### config.mk
export PLATFORM = sky130hd
export DESIGN_NAME = kinematic_bicycle_step_unit_flat
export DESIGN_NICKNAME = d
export VERILOG_FILES = /design/src/hdl/kbs_pkg.sv /design/src/hdl/kbs_if.sv /design/src/hdl/kbs_cordic.sv /design/src/hdl/kbs_div.sv /design/src/hdl/kinematic_bicycle_step_unit.sv /design/src/flat_wrapper.sv
export SDC_FILE = /design/constraint.sdc
export NUM_CORES = 2
export LEC_CHECK = 0
export BUFFER_PORTS_ARGS = -buffer_cell sky130_fd_sc_hd__buf_2
export CORE_MARGIN = 2
export CORE_UTILIZATION = 30
export CTS_CLUSTER_DIAMETER = 40
export DETAILED_ROUTE_END_ITERATION = 12
export GPL_TIMING_DRIVEN = 0
export PLACE_DENSITY = 0.45
export SYNTH_ARGS = -nofsm -noshare
export SYNTH_HDL_FRONTEND = slang
export SYNTH_SLANG_ARGS = --single-unit
### constraint.sdc
create_clock -name clk -period 17.4 [get_ports clk]
set_input_delay 1.74 -clock clk [delete_from_list [all_inputs] [get_ports clk]]
set_output_delay 1.74 -clock clk [all_outputs]
set_load 0.02 [all_outputs]
### src/hdl/kbs_pkg.sv
// kbs_pkg: shared constants, register indexes and helper functions for the
// kinematic bicycle step unit; no dependencies
package kbs_pkg;

    localparam int CORDIC_STEPS_DEF = 16;
    localparam int ATAN_IW          = 5;

    // fixed-point constants, angles in q.16 and q.30
    localparam logic [17:0] PI_Q16      = 18'd205888;
    localparam logic [18:0] TURN_Q16    = 19'd411776;
    localparam logic [17:0] HALF_PI_Q16 = 18'd102944;
    localparam logic [33:0] GAIN_Q30    = 34'd652032874;
    localparam logic [15:0] PEDAL_MAX   = 16'd32768;
    localparam logic [14:0] WB_MIN      = 15'd2048;

    // configuration register indexes
    localparam logic [2:0] REG_WHEELBASE = 3'd0;
    localparam logic [2:0] REG_MAX_ACCEL = 3'd1;
    localparam logic [2:0] REG_MAX_DECEL = 3'd2;
    localparam logic [2:0] REG_TIME_STEP = 3'd3;
    localparam logic [2:0] REG_GPS_PER   = 3'd4;
    localparam logic [2:0] REG_LIDAR_PER = 3'd5;

    function automatic logic [29:0] atan_q30(input logic [ATAN_IW-1:0] idx);
        logic [29:0] r;
        unique case (idx)
            5'd0:  r = 30'd843314856;
            5'd1:  r = 30'd497837829;
            5'd2:  r = 30'd263043836;
            5'd3:  r = 30'd133525158;
            5'd4:  r = 30'd67021686;
            5'd5:  r = 30'd33543515;
            5'd6:  r = 30'd16775850;
            5'd7:  r = 30'd8388437;
            5'd8:  r = 30'd4194282;
            5'd9:  r = 30'd2097149;
            5'd10: r = 30'd1048575;
            5'd11: r = 30'd524287;
            5'd12: r = 30'd262143;
            5'd13: r = 30'd131071;
            5'd14: r = 30'd65535;
            5'd15: r = 30'd32767;
            5'd16: r = 30'd16383;
            5'd17: r = 30'd8191;
            5'd18: r = 30'd4095;
            5'd19: r = 30'd2047;
            5'd20: r = 30'd1023;
            5'd21: r = 30'd511;
            5'd22: r = 30'd255;
            5'd23: r = 30'd127;
            default: r = 30'd0;
        endcase
        return r;
    endfunction

    // q.30 to q.16, rounding half away from zero
    function automatic logic signed [17:0] rshr14(input logic signed [33:0] v);
        logic [33:0] m;
        logic [33:0] r;
        m = v[33] ? 34'(-v) : 34'(v);
        r = (m + 34'd8192) >> 14;
        return v[33] ? -$signed(r[17:0]) : $signed(r[17:0]);
    endfunction

endpackage

### src/hdl/kbs_if.sv
// kbs_cmd_if and kbs_res_if: valid/ready channels of the step unit
// depends on nothing
interface kbs_cmd_if;
    logic               valid;
    logic               ready;
    logic [15:0]        throttle;
    logic [15:0]        brake;
    logic signed [14:0] steer;
    modport source (output valid, throttle, brake, steer, input ready);
    modport sink   (input valid, throttle, brake, steer, output ready);
endinterface

interface kbs_res_if;
    logic               valid;
    logic               ready;
    logic signed [31:0] pos_x;
    logic signed [31:0] pos_y;
    logic signed [18:0] heading;
    logic [22:0]        speed;
    logic signed [23:0] turn_rate;
    logic               gps_due;
    logic               lidar_due;
    modport source (output valid, pos_x, pos_y, heading, speed, turn_rate, gps_due,
                    lidar_due, input ready);
    modport sink   (input valid, pos_x, pos_y, heading, speed, turn_rate, gps_due,
                    lidar_due, output ready);
endinterface

### src/hdl/kbs_cordic.sv
// kbs_cordic: iterative rotation-mode cordic, one micro-rotation per cycle
// depends on kbs_pkg
module kbs_cordic #(
    parameter int STEPS = kbs_pkg::CORDIC_STEPS_DEF
) (
    input  logic               clk,
    input  logic               rst_n,
    input  logic               start,
    input  logic signed [31:0] z_in,
    output logic               done,
    output logic signed [17:0] s16,
    output logic signed [17:0] c16
);
    import kbs_pkg::*;

    localparam int IW = $clog2(STEPS);

    logic signed [33:0] x_reg, y_reg;
    logic signed [32:0] z_reg;
    logic [IW-1:0]      i_reg;
    logic               run_reg, done_reg;
    logic signed [33:0] dx, dy;
    logic signed [32:0] ang;

    always_comb
    begin
        dx  = y_reg >>> i_reg;
        dy  = x_reg >>> i_reg;
        ang = $signed({3'b000, atan_q30(ATAN_IW'(i_reg))});
    end

    always_ff @(posedge clk or negedge rst_n)
    begin
        if (!rst_n)
        begin
            run_reg  <= 1'b0;
            done_reg <= 1'b0;
        end
        else
        begin
            done_reg <= run_reg && (i_reg == IW'(STEPS - 1));
            if (start)
                run_reg <= 1'b1;
            else if (run_reg && (i_reg == IW'(STEPS - 1)))
                run_reg <= 1'b0;
        end
    end

    always_ff @(posedge clk)
    begin
        if (start)
        begin
            x_reg <= $signed(GAIN_Q30);
            y_reg <= '0;
            z_reg <= 33'(z_in);
            i_reg <= '0;
        end
        else if (run_reg)
        begin
            if (!z_reg[32])
            begin
                x_reg <= x_reg - dx;
                y_reg <= y_reg + dy;
                z_reg <= z_reg - ang;
            end
            else
            begin
                x_reg <= x_reg + dx;
                y_reg <= y_reg - dy;
                z_reg <= z_reg + ang;
            end
            i_reg <= i_reg + 1'b1;
        end
    end

    assign done = done_reg;
    assign s16  = rshr14(y_reg);
    assign c16  = rshr14(x_reg);

endmodule

### src/hdl/kbs_div.sv
// kbs_div: restoring divider, one quotient bit per cycle, 27 quotient bits
// depends on nothing; caller keeps dividend below divisor times 2^27
module kbs_div (
    input  logic        clk,
    input  logic        rst_n,
    input  logic        start,
    input  logic [52:0] dividend,
    input  logic [31:0] divisor,
    output logic        done,
    output logic [26:0] quotient
);
    logic [32:0] rem_reg;
    logic [26:0] low_reg, q_reg;
    logic [31:0] div_reg;
    logic [4:0]  cnt_reg;
    logic        run_reg, done_reg;
    logic [32:0] trial;
    logic        fits;

    always_comb
    begin
        trial = {rem_reg[31:0], low_reg[26]};
        fits  = trial >= {1'b0, div_reg};
    end

    always_ff @(posedge clk or negedge rst_n)
    begin
        if (!rst_n)
        begin
            run_reg  <= 1'b0;
            done_reg <= 1'b0;
        end
        else
        begin
            done_reg <= run_reg && (cnt_reg == 5'd26);
            if (start)
                run_reg <= 1'b1;
            else if (run_reg && (cnt_reg == 5'd26))
                run_reg <= 1'b0;
        end
    end

    always_ff @(posedge clk)
    begin
        if (start)
        begin
            rem_reg <= {7'd0, dividend[52:27]};
            low_reg <= dividend[26:0];
            div_reg <= divisor;
            q_reg   <= '0;
            cnt_reg <= '0;
        end
        else if (run_reg)
        begin
            rem_reg <= fits ? (trial - {1'b0, div_reg}) : trial;
            low_reg <= {low_reg[25:0], 1'b0};
            q_reg   <= {q_reg[25:0], fits};
            cnt_reg <= cnt_reg + 5'd1;
        end
    end

    assign done     = done_reg;
    assign quotient = q_reg;

endmodule

### src/hdl/kinematic_bicycle_step_unit.sv
// kinematic_bicycle_step_unit: one euler step of a kinematic bicycle per item
// depends on kbs_pkg, kbs_if, kbs_cordic and kbs_div
//
// Each command item (throttle, brake, steer) advances speed, yaw rate, heading
// and position by one time step and returns one result item with the new
// state and the gps and lidar sample flags. The unit takes one item at a time
// and holds cmd.ready low while it works. An item passes through two cordic
// passes, the yaw rate divider, the heading wrap and the sequencer steps around
// the one shared 40x17 multiplier, the idle accept step and the result hand-off
// included. The finished result sits in an output register, so the next
// command is taken while the result waits; a result still waiting when the
// next one is done holds the sequencer in its last step. Configuration is
// written through cfg_we/cfg_index/cfg_data; the user must write it only while
// no item is in flight, which the block itself does not enforce.
module kinematic_bicycle_step_unit #(
    parameter int CORDIC_STEPS = kbs_pkg::CORDIC_STEPS_DEF
) (
    input  logic        clk,
    input  logic        rst_n,
    input  logic        cfg_we,
    input  logic [2:0]  cfg_index,
    input  logic [15:0] cfg_data,
    kbs_cmd_if.sink     cmd,
    kbs_res_if.source   res
);
    import kbs_pkg::*;

    // sequencer states
    localparam logic [4:0] S_IDLE = 5'd0,  S_ACC1 = 5'd1,  S_ACC2 = 5'd2,
                           S_ACC3 = 5'd3,  S_VDT  = 5'd4,  S_VEL  = 5'd5,
                           S_COR1 = 5'd6,  S_NUM  = 5'd7,  S_DEN  = 5'd8,
                           S_DIV  = 5'd9,  S_DIVW = 5'd10, S_HDT  = 5'd11,
                           S_HSUM = 5'd12, S_WRAP = 5'd13, S_HFIN = 5'd14,
                           S_COR2 = 5'd15, S_PX1  = 5'd16, S_PX2  = 5'd17,
                           S_PX3  = 5'd18, S_PY1  = 5'd19, S_PY2  = 5'd20,
                           S_PY3  = 5'd21, S_DONE = 5'd22;

    localparam logic [26:0] WRAP_BIAS = 27'(64 * 411776);

    // configuration registers
    logic [14:0] wb_reg;
    logic [15:0] maxa_reg, maxd_reg, dt_reg;
    logic [7:0]  gper_reg, lper_reg;

    // sequencer and datapath registers
    logic [4:0]         state_reg, state_next;
    logic [15:0]        thr_reg, brk_reg;
    logic signed [14:0] st_reg;
    logic [56:0]        mp_reg;
    logic [31:0]        acc_reg, amag_reg;
    logic               aneg_reg, nneg_reg, flip_reg;
    logic [39:0]        nmag_reg;
    logic signed [17:0] s_reg, c_reg;
    logic [25:0]        h_reg;
    logic [2:0]         k_reg;

    // model state
    logic [22:0]        vel_reg;
    logic signed [23:0] rate_reg;
    logic signed [18:0] head_reg;
    logic signed [31:0] px_reg, py_reg;
    logic [7:0]         gcnt_reg, lcnt_reg;

    // output register
    logic               ovalid_reg;
    logic signed [31:0] opx_reg, opy_reg;
    logic signed [18:0] ohead_reg;
    logic [22:0]        ovel_reg;
    logic signed [23:0] orate_reg;
    logic               ogps_reg, olid_reg;

    // shared multiplier operands
    logic [39:0] mul_a;
    logic [16:0] mul_b;

    // cordic and divider hookup
    logic               cor_start, cor_done;
    logic signed [31:0] cor_z;
    logic signed [17:0] cor_s, cor_c;
    logic               div_start, div_done;
    logic [52:0]        div_num;
    logic [26:0]        div_q;

    // combinational helpers
    logic               accept, out_load;
    logic [15:0]        thr_in, brk_in;
    logic signed [14:0] st_in;
    logic [14:0]        wb_eff;
    logic signed [32:0] acc_diff;
    logic [20:0]        dv;
    logic signed [24:0] vsum;
    logic [23:0]        rmag;
    logic [23:0]        dhm;
    logic signed [26:0] hsum;
    logic [25:0]        wrap_step;
    logic signed [18:0] hsc;
    logic [24:0]        dpos;
    logic signed [33:0] psum;
    logic signed [33:0] pbase;
    logic [8:0]         gsum, lsum;
    logic               gdue, ldue;

    assign accept   = cmd.valid && cmd.ready;
    assign out_load = (state_reg == S_DONE) && (!ovalid_reg || res.ready);
    assign cmd.ready = (state_reg == S_IDLE);

    // input clamps: pedals to one, steer to plus or minus one radian
    always_comb
    begin
        thr_in = (cmd.throttle > PEDAL_MAX) ? PEDAL_MAX : cmd.throttle;
        brk_in = (cmd.brake > PEDAL_MAX) ? PEDAL_MAX : cmd.brake;
        if (cmd.steer > 15'sd8192)
            st_in = 15'sd8192;
        else if (cmd.steer < -15'sd8192)
            st_in = -15'sd8192;
        else
            st_in = cmd.steer;
        wb_eff = (wb_reg < WB_MIN) ? WB_MIN : wb_reg;
    end

    // operand select for the shared multiplier
    always_comb
    begin
        mul_a = '0;
        mul_b = '0;
        unique case (state_reg)
            S_ACC1: begin mul_a = 40'(thr_reg);  mul_b = 17'(maxa_reg); end
            S_ACC2: begin mul_a = 40'(brk_reg);  mul_b = 17'(maxd_reg); end
            S_VDT:  begin mul_a = 40'(amag_reg); mul_b = 17'(dt_reg);   end
            S_NUM:
            begin
                mul_a = 40'(vel_reg);
                mul_b = s_reg[17] ? 17'(-s_reg) : 17'(s_reg);
            end
            S_DEN:  begin mul_a = 40'(wb_eff); mul_b = 17'(c_reg); end
            S_HDT:
            begin
                // widen before negating so the most negative rate keeps its size
                mul_a = 40'(rate_reg[23] ? (25'sd0 - 25'(rate_reg)) : 25'(rate_reg));
                mul_b = 17'(dt_reg);
            end
            S_PX1:
            begin
                mul_a = 40'(vel_reg);
                mul_b = c_reg[17] ? 17'(-c_reg) : 17'(c_reg);
            end
            S_PY1:
            begin
                mul_a = 40'(vel_reg);
                mul_b = s_reg[17] ? 17'(-s_reg) : 17'(s_reg);
            end
            S_PX2, S_PY2: begin mul_a = mp_reg[39:0]; mul_b = 17'(dt_reg); end
            default: ;
        endcase
    end

    // datapath arithmetic
    always_comb
    begin
        acc_diff = $signed({1'b0, acc_reg}) - $signed({1'b0, mp_reg[31:0]});
        dv       = 21'((mp_reg[47:0] + 48'd67108864) >> 27);
        vsum     = aneg_reg ? ($signed({2'b00, vel_reg}) - $signed({4'b0000, dv}))
                            : ($signed({2'b00, vel_reg}) + $signed({4'b0000, dv}));
        rmag     = 24'((mp_reg[39:0] + 40'd32768) >> 16);
        dhm      = rmag;
        hsum     = 27'(head_reg) + (rate_reg[23] ? -$signed({3'b000, dhm})
                                                 : $signed({3'b000, dhm}))
                   + $signed({9'd0, PI_Q16}) + $signed(WRAP_BIAS);
        wrap_step = 26'({7'd0, TURN_Q16} << k_reg);
        hsc      = 19'($signed({1'b0, h_reg}) - $signed({9'd0, PI_Q16}));
        dpos     = 25'((mp_reg[55:0] + 56'd2147483648) >> 32);
        pbase    = (state_reg == S_PX3) ? 34'(px_reg) : 34'(py_reg);
        if (((state_reg == S_PX3) && c_reg[17]) || ((state_reg == S_PY3) && s_reg[17]))
            psum = pbase - $signed({9'd0, dpos});
        else
            psum = pbase + $signed({9'd0, dpos});
        gsum = {1'b0, gcnt_reg} + 9'd1;
        lsum = {1'b0, lcnt_reg} + 9'd1;
        gdue = gsum >= {1'b0, gper_reg};
        ldue = lsum >= {1'b0, lper_reg};
    end

    // cordic start: steer angle after speed update, heading after wrap
    always_comb
    begin
        cor_start = (state_reg == S_VEL) || (state_reg == S_HFIN);
        if (hsc > $signed({1'b0, HALF_PI_Q16}))
            cor_z = {18'(hsc - $signed({1'b0, PI_Q16})), 14'd0};
        else if (hsc < -$signed({1'b0, HALF_PI_Q16}))
            cor_z = {18'(hsc + $signed({1'b0, PI_Q16})), 14'd0};
        else
            cor_z = {hsc[17:0], 14'd0};
        if (state_reg == S_VEL)
            cor_z = {st_reg, 17'd0};
        div_start = (state_reg == S_DIV);
        div_num   = {1'b0, nmag_reg, 12'd0} + 53'(mp_reg[31:1]);
    end

    kbs_cordic #(.STEPS(CORDIC_STEPS)) u_cordic (
        .clk   (clk),
        .rst_n (rst_n),
        .start (cor_start),
        .z_in  (cor_z),
        .done  (cor_done),
        .s16   (cor_s),
        .c16   (cor_c)
    );

    kbs_div u_div (
        .clk      (clk),
        .rst_n    (rst_n),
        .start    (div_start),
        .dividend (div_num),
        .divisor  (mp_reg[31:0]),
        .done     (div_done),
        .quotient (div_q)
    );

    // next-state logic
    always_comb
    begin
        state_next = state_reg;
        unique case (state_reg)
            S_IDLE: if (accept) state_next = S_ACC1;
            S_ACC1: state_next = S_ACC2;
            S_ACC2: state_next = S_ACC3;
            S_ACC3: state_next = S_VDT;
            S_VDT:  state_next = S_VEL;
            S_VEL:  state_next = S_COR1;
            S_COR1: if (cor_done) state_next = S_NUM;
            S_NUM:  state_next = S_DEN;
            S_DEN:  state_next = S_DIV;
            S_DIV:  state_next = S_DIVW;
            S_DIVW: if (div_done) state_next = S_HDT;
            S_HDT:  state_next = S_HSUM;
            S_HSUM: state_next = S_WRAP;
            S_WRAP: if (k_reg == 3'd0) state_next = S_HFIN;
            S_HFIN: state_next = S_COR2;
            S_COR2: if (cor_done) state_next = S_PX1;
            S_PX1:  state_next = S_PX2;
            S_PX2:  state_next = S_PX3;
            S_PX3:  state_next = S_PY1;
            S_PY1:  state_next = S_PY2;
            S_PY2:  state_next = S_PY3;
            S_PY3:  state_next = S_DONE;
            S_DONE: if (out_load) state_next = S_IDLE;
            default: state_next = S_IDLE;
        endcase
    end

    // control state, model state and configuration
    always_ff @(posedge clk or negedge rst_n)
    begin
        if (!rst_n)
        begin
            state_reg  <= S_IDLE;
            ovalid_reg <= 1'b0;
            wb_reg     <= 15'd11059;
            maxa_reg   <= 16'd8192;
            maxd_reg   <= 16'd16384;
            dt_reg     <= 16'd1311;
            gper_reg   <= 8'd25;
            lper_reg   <= 8'd5;
            vel_reg    <= '0;
            head_reg   <= '0;
            px_reg     <= '0;
            py_reg     <= '0;
            gcnt_reg   <= '0;
            lcnt_reg   <= '0;
        end
        else
        begin
            state_reg <= state_next;
            if (cfg_we)
            begin
                unique case (cfg_index)
                    REG_WHEELBASE: wb_reg   <= cfg_data[14:0];
                    REG_MAX_ACCEL: maxa_reg <= cfg_data;
                    REG_MAX_DECEL: maxd_reg <= cfg_data;
                    REG_TIME_STEP: dt_reg   <= cfg_data;
                    REG_GPS_PER:   gper_reg <= cfg_data[7:0];
                    REG_LIDAR_PER: lper_reg <= cfg_data[7:0];
                    default: ;
                endcase
            end
            // speed clamps at zero and saturates at the field maximum
            if (state_reg == S_VEL)
            begin
                if (vsum < 0)
                    vel_reg <= '0;
                else if (vsum > 25'sd8388607)
                    vel_reg <= 23'h7FFFFF;
                else
                    vel_reg <= vsum[22:0];
            end
            if (state_reg == S_HFIN)
                head_reg <= hsc;
            if (state_reg == S_PX3)
            begin
                if (psum > 34'sd2147483647)
                    px_reg <= 32'sh7FFFFFFF;
                else if (psum < -34'sd2147483648)
                    px_reg <= 32'sh80000000;
                else
                    px_reg <= psum[31:0];
            end
            if (state_reg == S_PY3)
            begin
                if (psum > 34'sd2147483647)
                    py_reg <= 32'sh7FFFFFFF;
                else if (psum < -34'sd2147483648)
                    py_reg <= 32'sh80000000;
                else
                    py_reg <= psum[31:0];
            end
            // tick counters; a period of zero flags every tick
            if (out_load)
            begin
                gcnt_reg <= gdue ? 8'd0 : gsum[7:0];
                lcnt_reg <= ldue ? 8'd0 : lsum[7:0];
            end
            if (out_load)
                ovalid_reg <= 1'b1;
            else if (res.ready)
                ovalid_reg <= 1'b0;
        end
    end

    // datapath registers
    always_ff @(posedge clk)
    begin
        mp_reg <= 57'(mul_a) * 57'(mul_b);
        if (accept)
        begin
            thr_reg <= thr_in;
            brk_reg <= brk_in;
            st_reg  <= st_in;
        end
        if (state_reg == S_ACC2)
            acc_reg <= mp_reg[31:0];
        if (state_reg == S_ACC3)
        begin
            aneg_reg <= acc_diff[32];
            amag_reg <= acc_diff[32] ? 32'(-acc_diff) : 32'(acc_diff);
        end
        if ((state_reg == S_COR1) && cor_done)
        begin
            s_reg <= cor_s;
            c_reg <= cor_c;
        end
        if (state_reg == S_DEN)
        begin
            nmag_reg <= mp_reg[39:0];
            nneg_reg <= s_reg[17];
        end
        // yaw rate saturates to the field range
        if ((state_reg == S_DIVW) && div_done)
        begin
            if (nneg_reg)
                rate_reg <= (div_q > 27'd8388608) ? -24'sd8388608
                                                  : -$signed(24'(div_q));
            else
                rate_reg <= (div_q > 27'd8388607) ? 24'sd8388607
                                                  : $signed(24'(div_q));
        end
        // heading wrap: bias positive, then strip multiples of a turn
        if (state_reg == S_HSUM)
        begin
            h_reg <= hsum[25:0];
            k_reg <= 3'd6;
        end
        if (state_reg == S_WRAP)
        begin
            if (h_reg >= wrap_step)
                h_reg <= h_reg - wrap_step;
            k_reg <= k_reg - 3'd1;
        end
        if (state_reg == S_HFIN)
            flip_reg <= (hsc > $signed({1'b0, HALF_PI_Q16}))
                        || (hsc < -$signed({1'b0, HALF_PI_Q16}));
        if ((state_reg == S_COR2) && cor_done)
        begin
            s_reg <= flip_reg ? -cor_s : cor_s;
            c_reg <= flip_reg ? -cor_c : cor_c;
        end
        if (out_load)
        begin
            opx_reg   <= px_reg;
            opy_reg   <= py_reg;
            ohead_reg <= head_reg;
            ovel_reg  <= vel_reg;
            orate_reg <= rate_reg;
            ogps_reg  <= gdue;
            olid_reg  <= ldue;
        end
    end

    assign res.valid     = ovalid_reg;
    assign res.pos_x     = opx_reg;
    assign res.pos_y     = opy_reg;
    assign res.heading   = ohead_reg;
    assign res.speed     = ovel_reg;
    assign res.turn_rate = orate_reg;
    assign res.gps_due   = ogps_reg;
    assign res.lidar_due = olid_reg;

    // an accepted command starts the sequence on the next cycle
    a_accept_starts: assert property (@(posedge clk) disable iff (!rst_n)
        accept |=> (state_reg == S_ACC1))
        else $error("accepted item did not start the sequencer");

    // cordic finishes only while the sequencer waits for it
    a_cordic_done: assert property (@(posedge clk) disable iff (!rst_n)
        cor_done |-> (state_reg == S_COR1 || state_reg == S_COR2))
        else $error("cordic finished outside a wait state");

    // divider finishes only while the sequencer waits for it
    a_div_done: assert property (@(posedge clk) disable iff (!rst_n)
        div_done |-> (state_reg == S_DIVW))
        else $error("divider finished outside its wait state");

    // wrapped heading stays in [-pi, pi)
    a_heading_range: assert property (@(posedge clk) disable iff (!rst_n)
        res.valid |-> (res.heading >= -19'sd205888 && res.heading <= 19'sd205887))
        else $error("heading outside wrap range");

endmodule
### src/flat_wrapper.sv
// flat-port wrapper written by rule: the top's interface ports become plain ports
module kinematic_bicycle_step_unit_flat import kbs_pkg::*;
#(
    parameter int CORDIC_STEPS = kbs_pkg::CORDIC_STEPS_DEF
)
  (clk, rst_n, cfg_we, cfg_index, cfg_data, cmd_valid, cmd_throttle, cmd_brake, cmd_steer, cmd_ready, res_valid, res_pos_x, res_pos_y, res_heading, res_speed, res_turn_rate, res_gps_due, res_lidar_due, res_ready);
  kbs_cmd_if cmd_i ();
  kbs_res_if res_i ();
  input  logic clk;
  input  logic rst_n;
  input  logic cfg_we;
  input  logic [2:0] cfg_index;
  input  logic [15:0] cfg_data;
  input wire logic [$bits(cmd_i.valid)-1:0] cmd_valid;
  input wire logic [$bits(cmd_i.throttle)-1:0] cmd_throttle;
  input wire logic [$bits(cmd_i.brake)-1:0] cmd_brake;
  input wire logic [$bits(cmd_i.steer)-1:0] cmd_steer;
  output wire logic [$bits(cmd_i.ready)-1:0] cmd_ready;
  output wire logic [$bits(res_i.valid)-1:0] res_valid;
  output wire logic [$bits(res_i.pos_x)-1:0] res_pos_x;
  output wire logic [$bits(res_i.pos_y)-1:0] res_pos_y;
  output wire logic [$bits(res_i.heading)-1:0] res_heading;
  output wire logic [$bits(res_i.speed)-1:0] res_speed;
  output wire logic [$bits(res_i.turn_rate)-1:0] res_turn_rate;
  output wire logic [$bits(res_i.gps_due)-1:0] res_gps_due;
  output wire logic [$bits(res_i.lidar_due)-1:0] res_lidar_due;
  input wire logic [$bits(res_i.ready)-1:0] res_ready;
  assign cmd_i.valid = cmd_valid;
  assign cmd_i.throttle = cmd_throttle;
  assign cmd_i.brake = cmd_brake;
  assign cmd_i.steer = cmd_steer;
  assign cmd_ready = cmd_i.ready;
  assign res_valid = res_i.valid;
  assign res_pos_x = res_i.pos_x;
  assign res_pos_y = res_i.pos_y;
  assign res_heading = res_i.heading;
  assign res_speed = res_i.speed;
  assign res_turn_rate = res_i.turn_rate;
  assign res_gps_due = res_i.gps_due;
  assign res_lidar_due = res_i.lidar_due;
  assign res_i.ready = res_ready;
  kinematic_bicycle_step_unit #(.CORDIC_STEPS(CORDIC_STEPS)) u_core (.clk(clk), .rst_n(rst_n), .cfg_we(cfg_we), .cfg_index(cfg_index), .cfg_data(cfg_data), .cmd(cmd_i), .res(res_i));
endmodule
==> flow_summary.yaml <==
run_status:
  status: "finished with violations"
  violations: "capacitance limit, slew limit"
run:
  cap_violations: 2
cts:
  cts_tree: "done"
  post_cts_buffers: 0
  cts.sinks: 899
  cts_resized: 0
  root_buffer: "clkbuf_16"
  clkLatencyLatePin_ps: 880
  ctsHtreeMaxLevel: 4
  cts_buffers: 203
  path_clk_slew_ps: 50
  holdBufCountCts: 0
  cts.path.max_buffers: 4
global_route:
  grt_pass1_wl_um: 478400
  grt.overflow.total: 0
  grt_max_degree: 100
  grt_pass1_vias: 72570
  grtUsageTotal: 0.2230
  antenna_found_initial: 30
floorplan:
  boundaryPins: 205
  dieArea_um2: 285400
  std_cell_rows: 194
  core_um2: 279400
  die_h_um: 534.2
  start_util: 0.3019
  die_w_um: 534.2
yosys:
  synthMuxAreaShare: 0.05639
  synth_compound_area_frac: 0.1450
  ys_async_sr_fraction: 0.2347
  synth-seq-area-share: 0.2820
  yosysUniqueCellTypes: 114
  syn_area_per_cell_um2: 9.021
  synthTopCellsByArea: "edfxtp_1 17%, fa_1 14%, ha_1 7.5%, dfrtp_1 5.6%, nand2_1 5.3%"
  synth_top_cell_by_area: "edfxtp_1"
  netlist.area_leader.share: 0.1673
  yosysWarnings: 0
  ys_ff_latch: 899
  synthAdderAreaFrac: 0.2126
  synthFlopType: "edfxtp_1"
  synth_cells: 9349
  synth-xor-area-share: 0.07878
  syn_area_um2: 84340
  synth_edf_count: 470
  synthSimpleGateAreaFrac: 0.1596
  synth_top_family_by_area: "adder cells"
routing:
  drc: 0
  ant_nets: 0
  viasPerCell: 5.209
  vias: 71440
  detail_route.wl_per_cell_um: 23.70
  wirelength_um: 325000
  drt-initial-drc-count: 5033
  firstDrtPassIters: 9
timing:
  max_freq_mhz: 79.16
  skew_ps: 76.92
  holdWs_ps: 476.4
  rsz0062_at_grt: "false"
  hold_violations: 0
  fin_crit_sh: 0.7260
  finalWorstPathRequiredPeriod_ps: 12630
  maxSlewViolCount: 9
  slew_headroom: -0.04995
  worst_pin_slew_ps: 1573
  setup_viol: 0
  tns_ps: 0
pwr:
  netSwitchingFraction: 0.5009
  p_switching_mw: 11.93
  vdd_ir_drop_max_mv: 0.2039
  p_seq_frac: 0.166
  p_clk_frac: 0.167
  p_leak_nw: 42.21
  p_per_area_nw_per_um2: 243.8
  intPower_mw: 11.89
  p_comb_frac: 0.667
final_layout:
  largest_register_ffs: 56
  layout-drive-gt1-share: 0.09681
  syn2layout_area_growth_pct: 15.86
  layout.nets: 10960
worst_setup_path:
  path_common_cell: "fa_1"
  critPathKind: "flip-flop to flip-flop"
  path_buf_inv: 11
  crit_path_max_incr_delay_ps: 770
  slowest_stage: "clkbuf_1"
  required_ps: 18160
  path_delay_family: "adder cells"
  critPathMaxFanout: 10
  cp-start-kind: "flip-flop"
  r2r_slack_ps: 4770
  critical_path_arrival_ps: 13390
  worstSetupEndpointType: "flip-flop"
placement:
  io_buffers: 201
  dp_hpwl_um: 262300
  gp_congestion: 0.9462
hold_path:
  hold_class: "flip-flop to flip-flop"
[cell families (layout without fill, tap and decap cells)]
kind of cell / after synthesis / after routing
adder cells (fa/ha/maj): 1086 / 1086
XOR/XNOR: 753 / 753
flip-flops: 899 / 899
other: 2 / 29
buffers and inverters: 1458 / 2073
AO/OA/AOI/OAI: 1895 / 1895
AND/OR/NAND/NOR: 2903 / 2903
multiplexers: 353 / 353
[Yosys cell counts (all sizes together) (20+ instances only)]
cell type / instances
a211oi: 67
a21boi: 29
a21o: 183
a21oi: 562
a222oi: 28
a22o: 33
a22oi: 49
a31oi: 100
and2: 184
and3: 81
buf: 75
clkbuf: 371
dfrtp: 189
dfstp: 22
dfxtp: 218
edfxtp: 470
fa: 578
ha: 508
inv: 1010
mux2: 144
mux2i: 126
mux4: 83
nand2: 1189
nand2b: 79
nand3: 158
nand4: 82
nor2: 628
nor2b: 114
nor3: 144
nor3b: 21
nor4: 50
o2111ai: 20
o211ai: 38
o21a: 62
o21ai: 403
o21bai: 47
o31ai: 62
o41ai: 26
or2: 29
or3: 73
or4: 20
xnor2: 437
xor2: 316
[final timing paths]
path                                           from                   end  depth (start not counted)
worst max-delay path            u_core.state_reg[4]     u_core.mp_reg[51]                         37
worst min-delay path               u_core.px_reg[5]   u_core.res.pos_x[5]                          0
worst max register to register  u_core.state_reg[4]     u_core.mp_reg[51]                         37
worst min register to register     u_core.px_reg[5]   u_core.res.pos_x[5]                          0
max in group asynchronous                     rst_n     u_core.dt_reg[14]                          3
min in group asynchronous                     rst_n  u_core.u_div.run_reg                          1
[through the flow]
stage                     std cells    util  instance area (µm²)  setup slack [ps]  power (mW)
after floorplan                9363       -                84390              7069       15.04
after global placement        13290  0.3223                90060              2519       19.52
after detailed placement      13320  0.3244                90630              4933       19.69
after CTS                     13700  0.3496                97670              4927       23.84
after global routing          13710  0.3497                97700              4361       25.76
final                         13720  0.3498                97720              4768       23.82
[routing by layer]
layer  vias to the layer above  part of all wire  wire, µm  GRT usage
li1                      33070                 -         -          -
met1                     35540              0.42    135700     0.2786
met2                      2227              0.47    153200     0.3752
met3                       576             0.056     18070    0.03350
met4                        16             0.055     17920     0.1088
met5                         -           0.00028        92          0
[power by group through the flow]
stage	Combinational [mW]	Clock, mW	Sequential, mW
floorplan	11.4	0	3.61
global placement	15.5	0	3.99
detailed placement	15.7	0	3.98
CTS	15.8	4.06	3.95
global route	17.6	4.15	4.02
finish	15.9	3.97	3.96
[area by class of cell]
type	count	area, µm²
fill	28740	181700
multi-input combinational	7006	55170
sequential	899	23790
clock buffer	217	5228
tap	3724	4659
inverter	1012	3799
clock inverter	163	1807
buffer	446	1738
timing repair buffer	235	1500
antenna	13	32.53
[layout by cell type (no fill, tap or decap), types with 33 or more instances in the layout]
cell       instances
nand2b_1          79
and2_1           181
nor2b_1          114
ha_1             508
xnor2_1          435
buf_1             43
nand3_1          157
o21bai_1          47
mux4_2            83
and3_1            81
mux2_2           141
a21o_1           183
fa_1             578
clkinv_2          33
dfxtp_1          218
a22o_1            33
mux2i_1          126
o21ai_0          385
nor4_1            48
a21oi_1          561
o21a_1            62
nor3_1           136
or3_1             72
edfxtp_1         470
nand2_1         1187
a22oi_1           49
buf_2            229
dfrtp_1          189
inv_1           1006
a31oi_1          100
clkbuf_1         378
a211oi_1          64
o211ai_1          38
nand4_1           82
nor2_1           628
xor2_1           313
clkbuf_16        207
o31ai_1           60
Note: power is estimated with default switching activity, not from simulation.
